==> src/sv/hdg_pkg.sv <==
// ----------------------------------------------------------------------------
// hdg_pkg - shared types and constants of the heading pipeline
// Fixed-point formats, the arctangent table and the word that moves from one
// CORDIC cell to the next.
// ----------------------------------------------------------------------------
package hdg_pkg;

  // CORDIC depth and angle scale (degrees * 2^ANGLE_FRAC_BITS)
  localparam int CORDIC_STEPS    = 16;
  localparam int ANGLE_FRAC_BITS = 16;
  localparam int IDX_W           = 4;

  // Vector width: 17-bit folded reading scaled by 2^CORDIC_STEPS plus gain headroom
  localparam int XY_W = 36;
  // Angle width: holds +-280 deg of CORDIC output plus a 511 deg offset
  localparam int Z_W  = 28;

  localparam int RD_W  = 16;
  localparam int OFF_W = 9;
  localparam int HDG_W = 9;

  localparam logic [OFF_W-1:0] OFFSET_RESET = 9'd96;

  localparam logic signed [Z_W-1:0] Z_90  = Z_W'(90 * (1 << ANGLE_FRAC_BITS));
  localparam logic signed [Z_W-1:0] Z_180 = Z_W'(180 * (1 << ANGLE_FRAC_BITS));
  localparam logic signed [Z_W-1:0] Z_360 = Z_W'(360 * (1 << ANGLE_FRAC_BITS));

  // Word handed along the cell chain
  typedef struct packed {
    logic                  byp;  // axis input: angle already exact, skip rotation
    logic signed [XY_W-1:0] x;
    logic signed [XY_W-1:0] y;
    logic signed [Z_W-1:0]  z;
  } hdg_vec_t;

  // atan(2^-i) in degrees * 2^16, rounded to nearest
  function automatic logic signed [Z_W-1:0] atan_deg(input logic [IDX_W-1:0] idx);
    logic signed [Z_W-1:0] v;
    unique case (idx)
      4'd0:    v = 28'sd2949120;
      4'd1:    v = 28'sd1740967;
      4'd2:    v = 28'sd919879;
      4'd3:    v = 28'sd466945;
      4'd4:    v = 28'sd234379;
      4'd5:    v = 28'sd117304;
      4'd6:    v = 28'sd58666;
      4'd7:    v = 28'sd29335;
      4'd8:    v = 28'sd14668;
      4'd9:    v = 28'sd7334;
      4'd10:   v = 28'sd3667;
      4'd11:   v = 28'sd1833;
      4'd12:   v = 28'sd917;
      4'd13:   v = 28'sd458;
      4'd14:   v = 28'sd229;
      4'd15:   v = 28'sd115;
      default: v = '0;
    endcase
    return v;
  endfunction

endpackage

==> src/sv/hdg_prep.sv <==
// ----------------------------------------------------------------------------
// hdg_prep - quadrant fold and axis detection
// Folds the reading into the right half plane, sets the start angle and
// flags readings on an axis, whose angle is exact and skips the rotation.
// ----------------------------------------------------------------------------
module hdg_prep (
  input  logic                                 clk,
  input  logic                                 rst_n,
  input  logic                                 en,
  input  logic                                 vld_i,
  input  logic signed [hdg_pkg::RD_W-1:0]      x_i,
  input  logic signed [hdg_pkg::RD_W-1:0]      y_i,
  output logic                                 vld_o,
  output hdg_pkg::hdg_vec_t                    vec_o
);

  localparam int FW  = hdg_pkg::RD_W + 1;
  localparam int PAD = hdg_pkg::XY_W - FW - hdg_pkg::CORDIC_STEPS;

  logic                     vld_r;
  hdg_pkg::hdg_vec_t        vec_r;
  hdg_pkg::hdg_vec_t        vec_nxt;
  logic signed [FW-1:0]     xe;
  logic signed [FW-1:0]     ye;
  logic signed [FW-1:0]     xf;
  logic signed [FW-1:0]     yf;
  logic                     x_zero;
  logic                     y_zero;

  // fold, start angle and axis bypass
  always_comb begin
    xe     = {x_i[hdg_pkg::RD_W-1], x_i};
    ye     = {y_i[hdg_pkg::RD_W-1], y_i};
    x_zero = (x_i == '0);
    y_zero = (y_i == '0);
    xf     = x_i[hdg_pkg::RD_W-1] ? -xe : xe;
    yf     = x_i[hdg_pkg::RD_W-1] ? -ye : ye;

    vec_nxt.byp = x_zero || y_zero;
    vec_nxt.x   = {{PAD{xf[FW-1]}}, xf, {hdg_pkg::CORDIC_STEPS{1'b0}}};
    vec_nxt.y   = {{PAD{yf[FW-1]}}, yf, {hdg_pkg::CORDIC_STEPS{1'b0}}};

    priority if (y_zero) begin
      vec_nxt.z = x_i[hdg_pkg::RD_W-1] ? hdg_pkg::Z_180 : '0;
    end else if (x_zero) begin
      vec_nxt.z = y_i[hdg_pkg::RD_W-1] ? -hdg_pkg::Z_90 : hdg_pkg::Z_90;
    end else if (x_i[hdg_pkg::RD_W-1]) begin
      vec_nxt.z = y_i[hdg_pkg::RD_W-1] ? -hdg_pkg::Z_180 : hdg_pkg::Z_180;
    end else begin
      vec_nxt.z = '0;
    end
  end

  // valid bit
  always_ff @(posedge clk) begin
    if (!rst_n) begin
      vld_r <= 1'b0;
    end else if (en) begin
      vld_r <= vld_i;
    end
  end

  // payload
  always_ff @(posedge clk) begin
    if (en) begin
      vec_r <= vec_nxt;
    end
  end

  assign vld_o = vld_r;
  assign vec_o = vec_r;

endmodule

==> config.mk <==
export PLATFORM = sky130hd
export DESIGN_NAME = hdg_prep
export DESIGN_NICKNAME = d
export VERILOG_FILES = /design/src/sv/hdg_pkg.sv /design/src/sv/hdg_prep.sv
export SDC_FILE = /design/constraint.sdc
export NUM_CORES = 1
export LEC_CHECK = 0
export BUFFER_PORTS_ARGS = -buffer_cell sky130_fd_sc_hd__buf_4
export CAP_MARGIN = 40
export CELL_PAD_IN_SITES_DETAIL_PLACEMENT = 1
export CELL_PAD_IN_SITES_GLOBAL_PLACEMENT = 1
export CORE_MARGIN = 10
export CORE_UTILIZATION = 35
export CTS_CLUSTER_DIAMETER = 120
export DETAILED_ROUTE_END_ITERATION = 16
export PLACE_DENSITY = 0.95
export SYNTH_ARGS = -nofsm -noshare
export SYNTH_HDL_FRONTEND = slang
export SYNTH_SLANG_ARGS = --single-unit
==> constraint.sdc <==
create_clock -name clk -period 4.65 [get_ports clk]
set_input_delay 1.395 -clock clk [delete_from_list [all_inputs] [get_ports clk]]
set_output_delay 1.395 -clock clk [all_outputs]
set_load 0.02 [all_outputs]
==> impl_metrics.csv <==
group,metric,value,unit
layout,fillers,773,
pwr,peakVddDrop,108,uV
placement,routabilityCongestion,0.796,
sta,finalCritPeriodShare,57.4,%
clock_network,tritoncts,"built",
critical_path,cp_max_fo,3,
routing,routedWlPerCell,18.0,um
worst_hold_path,hold_start,"vld_o$_SDFFE_PN0P_",
routing,wl,7090,um
pwr,powerDensity,312,nW/um2
critical_path,cp_slowest_cell,"o41ai_1",
layout,final_nets,335,
sta,rsz0062_at_grt,"no",
placement,dp_hpwl,5810,um
routing,num_vias,1780,
sta,fin_crit,2.67,ns
logic_synthesis,ys_top_cells_by_area,"edfxtp_1 (49%), buf_4 (18%), xnor2_1 (8.4%), nand2_1 (2.0%), o21ai_0 (1.8%)",
logic_synthesis,ys_ff_latch,42,
logic_synthesis,syn_avg_cell_area,11.4,um2
critical_path,worstSetupPathType,"in2reg",
clock_network,clk_pin_slew_worst_paths,0.07,ns
sta,relSlewSlack,63.0,%
logic_synthesis,yosysMostFrequentCell,"buf_4",
clock_network,cts_buffers,5,
layout,multi_input_area,930,um2
floorplanning,rows,30,
critical_path,arrival,2.70,ns
sta,finalHoldViolCount,0,
routing,firstDrtPassIters,4,
sta,max_freq,375,MHz
sta,tns,0,ns
routing,drt_iter0_markers,117,
worst_hold_path,whs_endpoint,"vld_o$_SDFFE_PN0P_",
clock_network,clock_latency,0.28,ns
floorplanning,start_util,36.2,%
critical_path,critPathLaunchType,"primary input",
sta,worst_hold_slack,0.534,ns
critical_path,cpLargestDelayFamily,"simple AND/OR/NAND/NOR gates",
global_route,grt.total_usage,12.4,%
routing,drt-vias-per-instance,4.52,
critical_path,reg2reg_depth,2,
logic_synthesis,synth_ff_type,"edfxtp_1",
logic_synthesis,synthCells,218,
floorplanning,ios,138,
clock_network,clock_sinks,42,
clock_network,cts_buffer_depth,2,
logic_synthesis,synth_top_area_share,49.5,%
sta,finalMaxSlewViolations,0,
floorplanning,die_w,104,um
sta,clock_skew,0,ns
layout,area.sequential,1250,um2
logic_synthesis,netlist_area,2490,um2
floorplanning,core,6870,um2
critical_path,rr_endpoint,"vld_o$_SDFFE_PN0P_",
sta,setup_viol,0,
routing,antenna_left,0,
layout,n_antenna_cell,0,
logic_synthesis,synth_seq_area_share,50.3,%
placement,io_buffers,88,
worst_hold_path,whs_path_depth,2,
critical_path,rrSetupSlack,4.05,ns
global_route,antenna_found_initial,0,
global_route,grt_pass1_vias,2084,
routing,drcViolationCount,0,
critical_path,path_buf_inv,1,
pwr,p_leak,1.30,nW
global_route,grt_max_degree,43,
logic_synthesis,ys_types,38,
clock_network,cts_root_buf,"clkbuf_8",
floorplanning,die_h,104,um
status,status,"finished clean",
layout,layout-drive-gt1-share,34.6,%
logic_synthesis,synthArstFlopShare,0,%
sta,worst_slew_pin_slew,0.556,ns
worst_hold_path,hp-class,"reg2reg",
layout,syn2layout_area_growth,23.2,%
critical_path,r2r-start,"vld_o$_SDFFE_PN0P_",
global_route,grt_pass1_wl,10800,um
critical_path,worstSetupEndpointType,"register",
clock_network,postCtsHoldBufs,0,
critical_path,critPathRequiredTime,4.68,ns
logic_synthesis,synth_commonest_cells,"buf_4 (60), edfxtp_1 (41), xnor2_1 (24)",
logic_synthesis,yosysWarnings,0,
clock_network,cts_setup_buffers,0,
run,cap_violations,0,
clock_network,post_cts_resized,0,
sta,worst_slack,1.98,ns
layout,utilization,44.6,%
placement,pre_cts_ws,1.70,ns
critical_path,crit_path_cell_trace,"buf_4 -> nor3_1 -> nand4_1 -> o41ai_1 -> xnor2_1",
logic_synthesis,yosysTopAreaCell,"edfxtp_1",
critical_path,critPathMaxStageDelay,0.46,ns
clock_network,htreeDepth,2,
floorplanning,die_area,10900,um2
critical_path,critPathLaunch,"x_i[8]",
logic_synthesis,synth_edf_count,41,
pwr,p_total,958,uW
global_route,overflow,0,
[registers in the layout (all words and copies together) (netlist names)]
name,flops
vld_o,1
vec_o,41
[metal layers]
layer,wire (um),global-route usage [%],vias to the layer above
met1,2650,12.2,857
met5,0,0,-
met3,593,4.77,14
met2,3670,22.4,97
li1,-,-,812
met4,172,5.27,0
[worst max-delay path by stage]
| stage | end | slack [ns] | cells after the start |
|---|---|---|---|
| after floorplan | vec_o[22]$_SDFFCE_PP0P_ | 2.02 | 4 |
| after global placement | vec_o[22]$_SDFFCE_PP0P_ | 1.86 | 5 |
| after detailed placement | vec_o[93]$_DFFE_PP_ | 1.70 | 5 |
| after CTS | vec_o[93]$_DFFE_PP_ | 2.00 | 5 |
| after global routing | vec_o[93]$_DFFE_PP_ | 1.82 | 5 |
| final | vec_o[93]$_DFFE_PP_ | 1.98 | 5 |
[tightest hold or removal path, delay by kind of cell (launching register included)]
kind,cells,cell delay (ns)
multiplexers,1,0.07
flip-flops,1,0.33
AND/OR/NAND/NOR,1,0.10
[power breakdown]
| group | internal, mW | switching [mW] | total [mW] | leakage (nW) |
|---|---|---|---|---|
| Clock | 0.103 | 0.120 | 0.224 | 0.0426 |
| Combinational | 0.0959 | 0.166 | 0.262 | 0.852 |
| Sequential | 0.459 | 0.0133 | 0.472 | 0.408 |
[through the flow]
| stage | cell area [um2] | std cells |
|---|---|---|
| floorplan | 2670 | 267 |
| global placement | 2980 | 386 |
| detailed placement | 2980 | 386 |
| CTS | 3070 | 394 |
| global route | 3070 | 394 |
| finish | 3070 | 394 |
[final cells by class]
class | instances | area share (%)
flip-flops and latches | 42 | 40.8
multi-input cells | 154 | 30.3
repair buffers | 88 | 21.6
well taps | 96 | 3.92
clock buffers | 6 | 2.37
inverters | 6 | 0.735
clock inverters | 2 | 0.286
[kinds of logic (layout without fill, tap and decap cells)]
logic type      count (synthesis)  in the layout  synth area share [%]
mux                             2              2                 0.855
flops                          42             42                  50.3
fa+ha+maj                       2              2                  1.01
xor+xnor                       27             27                  9.50
compound gates                 29             29                  8.19
other cells                     1             50                 0.151
simple gates                   44             44                  10.3
buf+inv                        71            102                  19.8
[placed cells by master (no fill, tap or decap), drive strengths merged, types with 2 or more instances in the layout]
| master | n |
|---|---|
| clkinv | 2 |
| nor3 | 5 |
| xor2 | 3 |
| ha | 2 |
| o41ai | 4 |
| or4 | 3 |
| a21oi | 4 |
| o211ai | 2 |
| conb | 50 |
| nand2 | 13 |
| buf | 88 |
| o21ai | 10 |
| nand4 | 4 |
| o31ai | 6 |
| inv | 6 |
| xnor2 | 24 |
| edfxtp | 41 |
| nand3 | 2 |
| nor2 | 7 |
| nor2b | 2 |
| clkbuf | 6 |
| nand2b | 3 |
| nor4 | 2 |
Power figures use the tool's default switching activity.
