$ cat src/sv/hdg_pkg.sv
// ----------------------------------------------------------------------------
// hdg_pkg - shared types and constants of the heading pipeline
// Fixed-point formats, the arctangent table and the word that moves from one
// CORDIC cell to the next.
// ----------------------------------------------------------------------------
package hdg_pkg;

  // CORDIC depth and angle scale (degrees * 2^ANGLE_FRAC_BITS)
  localparam int CORDIC_STEPS    = 16;
  localparam int ANGLE_FRAC_BITS = 16;
  localparam int IDX_W           = 4;

  // Vector width: 17-bit folded reading scaled by 2^CORDIC_STEPS plus gain headroom
  localparam int XY_W = 36;
  // Angle width: holds +-280 deg of CORDIC output plus a 511 deg offset
  localparam int Z_W  = 28;

  localparam int RD_W  = 16;
  localparam int OFF_W = 9;
  localparam int HDG_W = 9;

  localparam logic [OFF_W-1:0] OFFSET_RESET = 9'd96;

  localparam logic signed [Z_W-1:0] Z_90  = Z_W'(90 * (1 << ANGLE_FRAC_BITS));
  localparam logic signed [Z_W-1:0] Z_180 = Z_W'(180 * (1 << ANGLE_FRAC_BITS));
  localparam logic signed [Z_W-1:0] Z_360 = Z_W'(360 * (1 << ANGLE_FRAC_BITS));

  // Word handed along the cell chain
  typedef struct packed {
    logic                  byp;  // axis input: angle already exact, skip rotation
    logic signed [XY_W-1:0] x;
    logic signed [XY_W-1:0] y;
    logic signed [Z_W-1:0]  z;
  } hdg_vec_t;

  // atan(2^-i) in degrees * 2^16, rounded to nearest
  function automatic logic signed [Z_W-1:0] atan_deg(input logic [IDX_W-1:0] idx);
    logic signed [Z_W-1:0] v;
    unique case (idx)
      4'd0:    v = 28'sd2949120;
      4'd1:    v = 28'sd1740967;
      4'd2:    v = 28'sd919879;
      4'd3:    v = 28'sd466945;
      4'd4:    v = 28'sd234379;
      4'd5:    v = 28'sd117304;
      4'd6:    v = 28'sd58666;
      4'd7:    v = 28'sd29335;
      4'd8:    v = 28'sd14668;
      4'd9:    v = 28'sd7334;
      4'd10:   v = 28'sd3667;
      4'd11:   v = 28'sd1833;
      4'd12:   v = 28'sd917;
      4'd13:   v = 28'sd458;
      4'd14:   v = 28'sd229;
      4'd15:   v = 28'sd115;
      default: v = '0;
    endcase
    return v;
  endfunction

endpackage

$ cat src/sv/hdg_post.sv
// ----------------------------------------------------------------------------
// hdg_post - offset, wrap, mirror and output register
// Adds the mounting offset, corrects the sum by 360 once toward 0..360,
// mirrors to 360 minus the angle, clamps below 0 and keeps whole degrees.
// ----------------------------------------------------------------------------
module hdg_post (
  input  logic                            clk,
  input  logic                            rst_n,
  input  logic                            en,
  input  logic                            vld_i,
  input  logic signed [hdg_pkg::Z_W-1:0]  z_i,
  input  logic [hdg_pkg::OFF_W-1:0]       offset_i,
  output logic                            vld_o,
  output logic [hdg_pkg::HDG_W-1:0]       heading_o
);

  localparam int F   = hdg_pkg::ANGLE_FRAC_BITS;
  localparam int OPD = hdg_pkg::Z_W - hdg_pkg::OFF_W - F;

  logic                            vld_r;
  logic [hdg_pkg::HDG_W-1:0]       heading_r;
  logic [hdg_pkg::HDG_W-1:0]       heading_nxt;
  logic signed [hdg_pkg::Z_W-1:0]  off_z;
  logic signed [hdg_pkg::Z_W-1:0]  sum;
  logic signed [hdg_pkg::Z_W-1:0]  wrapped;
  logic signed [hdg_pkg::Z_W-1:0]  mirrored;

  // add offset, wrap once, mirror, clamp and truncate
  always_comb begin
    off_z = {{OPD{1'b0}}, offset_i, {F{1'b0}}};
    sum   = z_i + off_z;
    priority if (sum > hdg_pkg::Z_360) begin
      wrapped = sum - hdg_pkg::Z_360;
    end else if (sum < 0) begin
      wrapped = sum + hdg_pkg::Z_360;
    end else begin
      wrapped = sum;
    end
    mirrored    = hdg_pkg::Z_360 - wrapped;
    heading_nxt = mirrored[hdg_pkg::Z_W-1] ? '0 : mirrored[F+hdg_pkg::HDG_W-1:F];
  end

  // valid bit
  always_ff @(posedge clk) begin
    if (!rst_n) begin
      vld_r <= 1'b0;
    end else if (en) begin
      vld_r <= vld_i;
    end
  end

  // result word
  always_ff @(posedge clk) begin
    if (en) begin
      heading_r <= heading_nxt;
    end
  end

  assign vld_o     = vld_r;
  assign heading_o = heading_r;

endmodule

$ cat config.mk
export PLATFORM = sky130hd
export DESIGN_NAME = hdg_post
export DESIGN_NICKNAME = d
export VERILOG_FILES = /design/src/sv/hdg_pkg.sv /design/src/sv/hdg_post.sv
export SDC_FILE = /design/constraint.sdc
export NUM_CORES = 1
export LEC_CHECK = 0
export BUFFER_PORTS_ARGS = -buffer_cell sky130_fd_sc_hd__buf_2
export CAP_MARGIN = 20
export CORE_MARGIN = 2
export CORE_UTILIZATION = 45
export DETAILED_ROUTE_END_ITERATION = 6
export PLACE_DENSITY = 0.74
export RECOVER_POWER = 50
export SLEW_MARGIN = 20
export SYNTH_ARGS = -nofsm -noshare
export SYNTH_HDL_FRONTEND = slang
export SYNTH_SLANG_ARGS = --single-unit
$ cat constraint.sdc
create_clock -name clk -period 5.7 [get_ports clk]
set_clock_uncertainty 0.1 [all_clocks]
set_input_delay 1.14 -clock clk [delete_from_list [all_inputs] [get_ports clk]]
set_output_delay 1.14 -clock clk [all_outputs]
set_load 0.02 [all_outputs]
==> results.py, run 1 <==
metrics = {
    "cells_and_area": {
        "mostFrequentLayoutCell": "buf_2",
        "drive_gt1_share_pct": 32.9,
        "layout_common_cells": "buf_2, o21ai_0, nor2_1, nand2_1, ha_1",
        "n_antenna_cell": 0,
        "fillers": 424,
        "final-seq-area_um2": 290,
        "stdcell_count": 338,
        "syn_to_final_growth_pct": 12.5,
        "multi_input_area_um2": 1680,
        "finish.net_count": 341,
    },
    "floorplanning": {
        "fp.coreArea_um2": 4440,
        "die_area_um2": 5280,
        "die_w_um": 72.6,
        "rows": 24,
        "initial_core_util_pct": 47.7,
        "ios": 51,
        "die_h_um": 72.6,
    },
    "clock_tree": {
        "holdBufCountCts": 0,
        "cts_inserted_buffers": 3,
        "cts_root_buf": "clkbuf_8",
        "clkTransAtPathRegs_ns": 0.04,
        "cts_setup_buffers": 0,
        "cts.path.max_buffers": 2,
        "cts.htree.levels": 1,
        "tritoncts": "yes",
        "cts_resized": 0,
        "clock_latency_ns": 0.23,
        "clkSinkCount": 10,
    },
    "grt": {
        "grt_overflow": 0,
        "grt_pass1_wl_um": 8180,
        "antenna_found_initial": 0,
        "grtUsageTotal_pct": 18.5,
        "grt_max_degree": 16,
        "grt_pass1_vias": 1862,
    },
    "routing": {
        "drcViolationCount": 0,
        "wl_per_cell_um": 14.1,
        "drt_iter0_drc": 71,
        "drtAntennaViolNets": 0,
        "vias": 2045,
        "viasPerCell": 6.05,
        "drt-pass1-iter-count": 4,
        "wl_um": 4760,
    },
    "hold_path": {
        "hp-class": "flip-flop to flip-flop",
    },
    "logic_synthesis": {
        "yosys_warnings": 0,
        "yosys.area.top_type_share_pct": 12.8,
        "synth_nets": 294,
        "synth_seq_cells": 10,
        "ys_seq_area_share_pct": 13.7,
        "synthFlopType": "edfxtp_1",
        "postSynthCellCount": 240,
        "synthArstFlopShare_pct": 0,
        "synth_area_per_cell_um2": 8.83,
        "synth_edf_count": 9,
        "synth_top_area_cell": "edfxtp_1",
        "synthTopCellsByArea": "edfxtp_1, ha_1, o21ai_0",
        "netlist_area_um2": 2120,
        "synth.distinct_cells": 78,
    },
    "timing": {
        "rsz0062_at_grt": "false",
        "hold_viol": 0,
        "setup_viol": 0,
        "finalMaxSlewViolations": 0,
        "slew_headroom_pct": 61.1,
        "timing.setup.tns_ns": 0,
        "holdWs_ns": 0.423,
        "fin_crit_ns": 5.04,
        "min_period_over_period_pct": 88.5,
        "timing.fmax_mhz": 198,
        "layout_setup_ws_ns": 0.656,
        "worst_slew_pin_slew_ns": 0.582,
    },
    "place": {
        "pre_cts_ws_ns": 0.462,
        "gp_congestion": 0.870,
        "dp_cells": 334,
        "portBuffers": 50,
        "hpwl_um": 3920,
    },
    "worst_setup_path": {
        "arrival_ns": 4.92,
        "critPathLaunchType": "input pin",
        "setup.worst_path.class": "input pin to flip-flop",
        "worstPathRequired_ns": 5.58,
        "worstPathMaxFanout": 9,
        "cp-end-kind": "flip-flop",
    },
    "pwr": {
        "p_per_area_nw_per_um2": 280,
        "p_leak_nw": 0.906,
        "vdd_ir_drop_max_mv": 0.130,
        "p_total_mw": 0.668,
    },
    "job": {
        "timing.max_cap.violations": 0,
    },
    "outcome": {
        "outcome": "complete, no violations",
    },
}
==> where the power goes <==
group | total, mW | internal [mW] | switching (mW)
clock network | 0.0704 | 0.0468 | 0.0236
registers | 0.119 | 0.114 | 0.00454
logic | 0.479 | 0.196 | 0.283
==> area by class of cell <==
class | instances | share of cell area (%)
clock inverters | 1 | 0.157
clock buffers | 3 | 1.73
multi-input cells | 210 | 70.4
well taps | 52 | 2.73
repair buffers | 54 | 11.5
inverters | 8 | 1.26
flip-flops and latches | 10 | 12.2
==> path summary, 6_finish.rpt <==
check,from,endpoint,slack [ns],depth (start not counted)
min reg2reg,vld_o,vld_o,0.42,2
max reg2reg,vld_o,vld_o,5.00,2
min,vld_o,vld_o,0.42,2
max,z_i[16],heading_o[2],0.66,15
==> per-stage QoR <==
step                      utilization [%]  instance area, µm²
after detailed placement             52.8                2340
after global placement               52.8                2340
after floorplan                         -                2120
final                                53.6                2380
after global routing                 53.6                2380
after CTS                            53.8                2390
==> cell families (layout without fill, tap and decap cells) <==
family	count (synthesis)	count (layout)	share of synthesized area [%]
compound gates	97	97	38.2
buf+inv	20	66	7.08
fa+ha+maj	13	13	8.03
simple gates	78	78	21.0
xor+xnor	14	14	7.73
flops	10	10	13.7
mux	8	8	4.25
==> routing by layer <==
metal / global-route usage [%] / wire (µm) / vias to the layer above / share of wire (%)
li1: - / - / 1055 / -
met1: 23.0 / 2250 / 937 / 47
met2: 33.4 / 2340 / 49 / 49
met3: 1.80 / 150 / 4 / 3.1
met4: 5.76 / 25 / 0 / 0.52
met5: 0 / 0 / - / 0
==> state kept, by name (all words and copies together) (netlist names) <==
name,flops
heading_o,9
vld_o,1
==> cells in the mapped netlist (all sizes together), types with 3 or more instances <==
cell type and count:
a2111oi 5, a211oi 7, a21boi 5, a21oi 14, a221oi 3, a311o 3, a311oi 3, and2 3
and3 3, and4 3, buf 10, edfxtp 9, ha 12, inv 8, mux2i 6, nand2 16
nand3 9, nand4 7, nor2 16, nor3 8, nor4 5, o2111ai 3, o211ai 5, o21a 6
o21ai 22, o221ai 4, xnor2 9, xor2 5
==> worst max-delay path, stage by stage <==
cell and delay (ns):
buf_2 0.10, ha_1 0.23, fa_1 0.44, a211oi_2 0.32, nor2_2 0.12, xor2_4 0.26
inv_2 0.11, ha_1 0.25, nor4_1 0.46, o21ai_0 0.12, a21boi_1 0.18, o2111ai_1 0.27
o21a_1 0.24, o21a_1 0.35, mux2_4 0.33
No activity file was read; power rests on OpenSTA's default activity.
==> inputs of run 2 (changes only) <==
Settings changed: CAP_MARGIN 20 to unset, RECOVER_POWER 50 to unset.
==> run 2 against run 1 <==
Net effect:
- register-to-register slack is essentially flat
- die area is the same
- power grew 0.26%
- highest routed layer unchanged
- first-iteration DRC count grew 1.4%
- setup slack gained 0.0025 ns
- sequential share of layout area is essentially flat
- clock power is essentially flat
- core utilization grew 0.14 points
- worst hold slack lost 0.0051 ns
==> results.py, run 2 (same netlist as run 1, synthesis figures left out) <==
metrics = {
    "outcome": {
        "outcome": "complete, no violations",
    },
    "cells_and_area": {
        "finish.net_count": 341,
        "layout_common_cells": "buf_2, o21ai_0, nor2_1, nand2_1, ha_1",
        "drive_gt1_share_pct": 34.6,
        "fillers": 421,
        "n_antenna_cell": 0,
        "mostFrequentLayoutCell": "buf_2",
        "syn_to_final_growth_pct": 12.8,
        "largest_reg_flops": 9,
        "multi_input_area_um2": 1680,
        "final-seq-area_um2": 290,
        "finish.instance_area_um2": 2390,
    },
    "place": {
        "gp_congestion": 0.870,
        "portBuffers": 50,
        "placed_cell_area_um2": 2340,
        "hpwl_um": 3920,
    },
    "timing": {
        "slew_headroom_pct": 61.0,
        "setup_viol": 0,
        "rsz0062_at_grt": "false",
        "timing.fmax_mhz": 198,
        "worst_slew_pin_slew_ns": 0.583,
        "fin_crit_ns": 5.04,
        "min_period_over_period_pct": 88.5,
        "finalMaxSlewViolations": 0,
        "timing.setup.tns_ns": 0,
        "hold_viol": 0,
    },
    "grt": {
        "grtUsageTotal_pct": 18.5,
        "grt_overflow": 0,
        "grt_pass1_wl_um": 8180,
        "grt_pass1_vias": 1862,
        "antenna_found_initial": 0,
        "grt_max_degree": 16,
    },
    "floorplanning": {
        "ios": 51,
        "die_area_um2": 5280,
        "die_h_um": 72.6,
        "rows": 24,
        "initial_core_util_pct": 47.7,
        "fp.coreArea_um2": 4440,
        "die_w_um": 72.6,
    },
    "clock_tree": {
        "cts_setup_buffers": 0,
        "cts.htree.levels": 1,
        "clkSinkCount": 10,
        "clkTransAtPathRegs_ns": 0.04,
        "cts_resized": 0,
        "cts_root_buf": "clkbuf_8",
        "cts_inserted_buffers": 3,
        "holdBufCountCts": 0,
        "clock_latency_ns": 0.23,
        "cts.path.max_buffers": 2,
        "tritoncts": "yes",
    },
    "worst_setup_path": {
        "worstPathRequired_ns": 5.58,
        "cp_slowest_cell": "nor4_1",
        "cp_num_buf_inv": 2,
        "worstPathMaxFanout": 9,
        "slowest_delay_ns": 0.46,
        "setup.worst_path.class": "input pin to flip-flop",
        "critPathLaunchType": "input pin",
        "cp_cell_sequence": "buf_2 -> ha_1 -> fa_1 -> a211oi_2 -> nor2_2 -> xor2_4 -> inv_2 -> ha_1 -> nor4_1 -> o21ai_0 -> a21boi_1 -> o2111ai_1 -> o21a_1 -> o21a_1 -> mux2_4",
        "cp-end-kind": "flip-flop",
        "crit_family": "compound AO/OA/AOI/OAI gates",
        "arrival_ns": 4.92,
    },
    "routing": {
        "vias": 2051,
        "drt-pass1-iter-count": 4,
        "drt_iter0_drc": 72,
        "drcViolationCount": 0,
        "viasPerCell": 6.07,
        "drtAntennaViolNets": 0,
        "wl_per_cell_um": 14.1,
        "wl_um": 4770,
    },
    "pwr": {
        "p_leak_nw": 0.921,
        "p_per_area_nw_per_um2": 280,
        "vdd_ir_drop_max_mv": 0.130,
    },
    "hold_path": {
        "hp-class": "flip-flop to flip-flop",
    },
    "job": {
        "timing.max_cap.violations": 0,
    },
}
run 2: cell count changes in the layout (fill, tap and decap cells not counted):
cell	previous run	this run
clkbuf_1	5	0
buf_2	45	50
run 2: worst register-to-register path: cells and delay by family (launching register included):
family | cells | cell delay [ns]
flops | 1 | 0.30
mux | 1 | 0.13
simple gates | 1 | 0.06
run 2: routing by layer:
layer / global-route usage [%] / routed length (µm)
met5: 0 / 0
met4: 5.76 / 25
met3: 1.80 / 160
met2: 33.4 / 2350
met1: 23.0 / 2230
run 2: layout make-up:
type                    instances  share of cell area (%)
clock buffers                   3                    1.73
clock inverters                 1                   0.157
inverters                       8                    1.26
multi-input cells             210                    70.3
flip-flops and latches         10                    12.1
well taps                      52                    2.72
repair buffers                 54                    11.7
run 2: power breakdown:
group	leakage (nW)	internal [mW]	switching, mW	total (mW)
clock	0.0231	0.0468	0.0236	0.0704
sequential	0.0952	0.114	0.00420	0.118
combinational	0.803	0.199	0.283	0.481
run 2: path summary, 6_finish.rpt:
| check | slack [ns] | startpoint | depth (start not counted) | endpoint |
|---|---|---|---|---|
| max reg2reg | 5.01 | vld_o | 2 | vld_o |
| max | 0.66 | z_i[16] | 15 | heading_o[2] |
| min | 0.42 | vld_o | 2 | vld_o |
| min reg2reg | 0.42 | vld_o | 2 | vld_o |
run 2: through the flow:
stage	setup slack, ns	cells	power, mW	hold slack, ns	utilization, %
3_5_place_dp	0.462	334	0.596	0.424	52.8
2_1_floorplan	1.02	240	0.514	0.489	-
3_3_place_gp	0.558	334	0.594	0.394	52.8
5_1_grt	0.355	338	0.728	0.476	53.8
4_1_cts	0.682	338	0.671	0.434	53.8
6_report	0.658	338	0.670	0.418	53.8
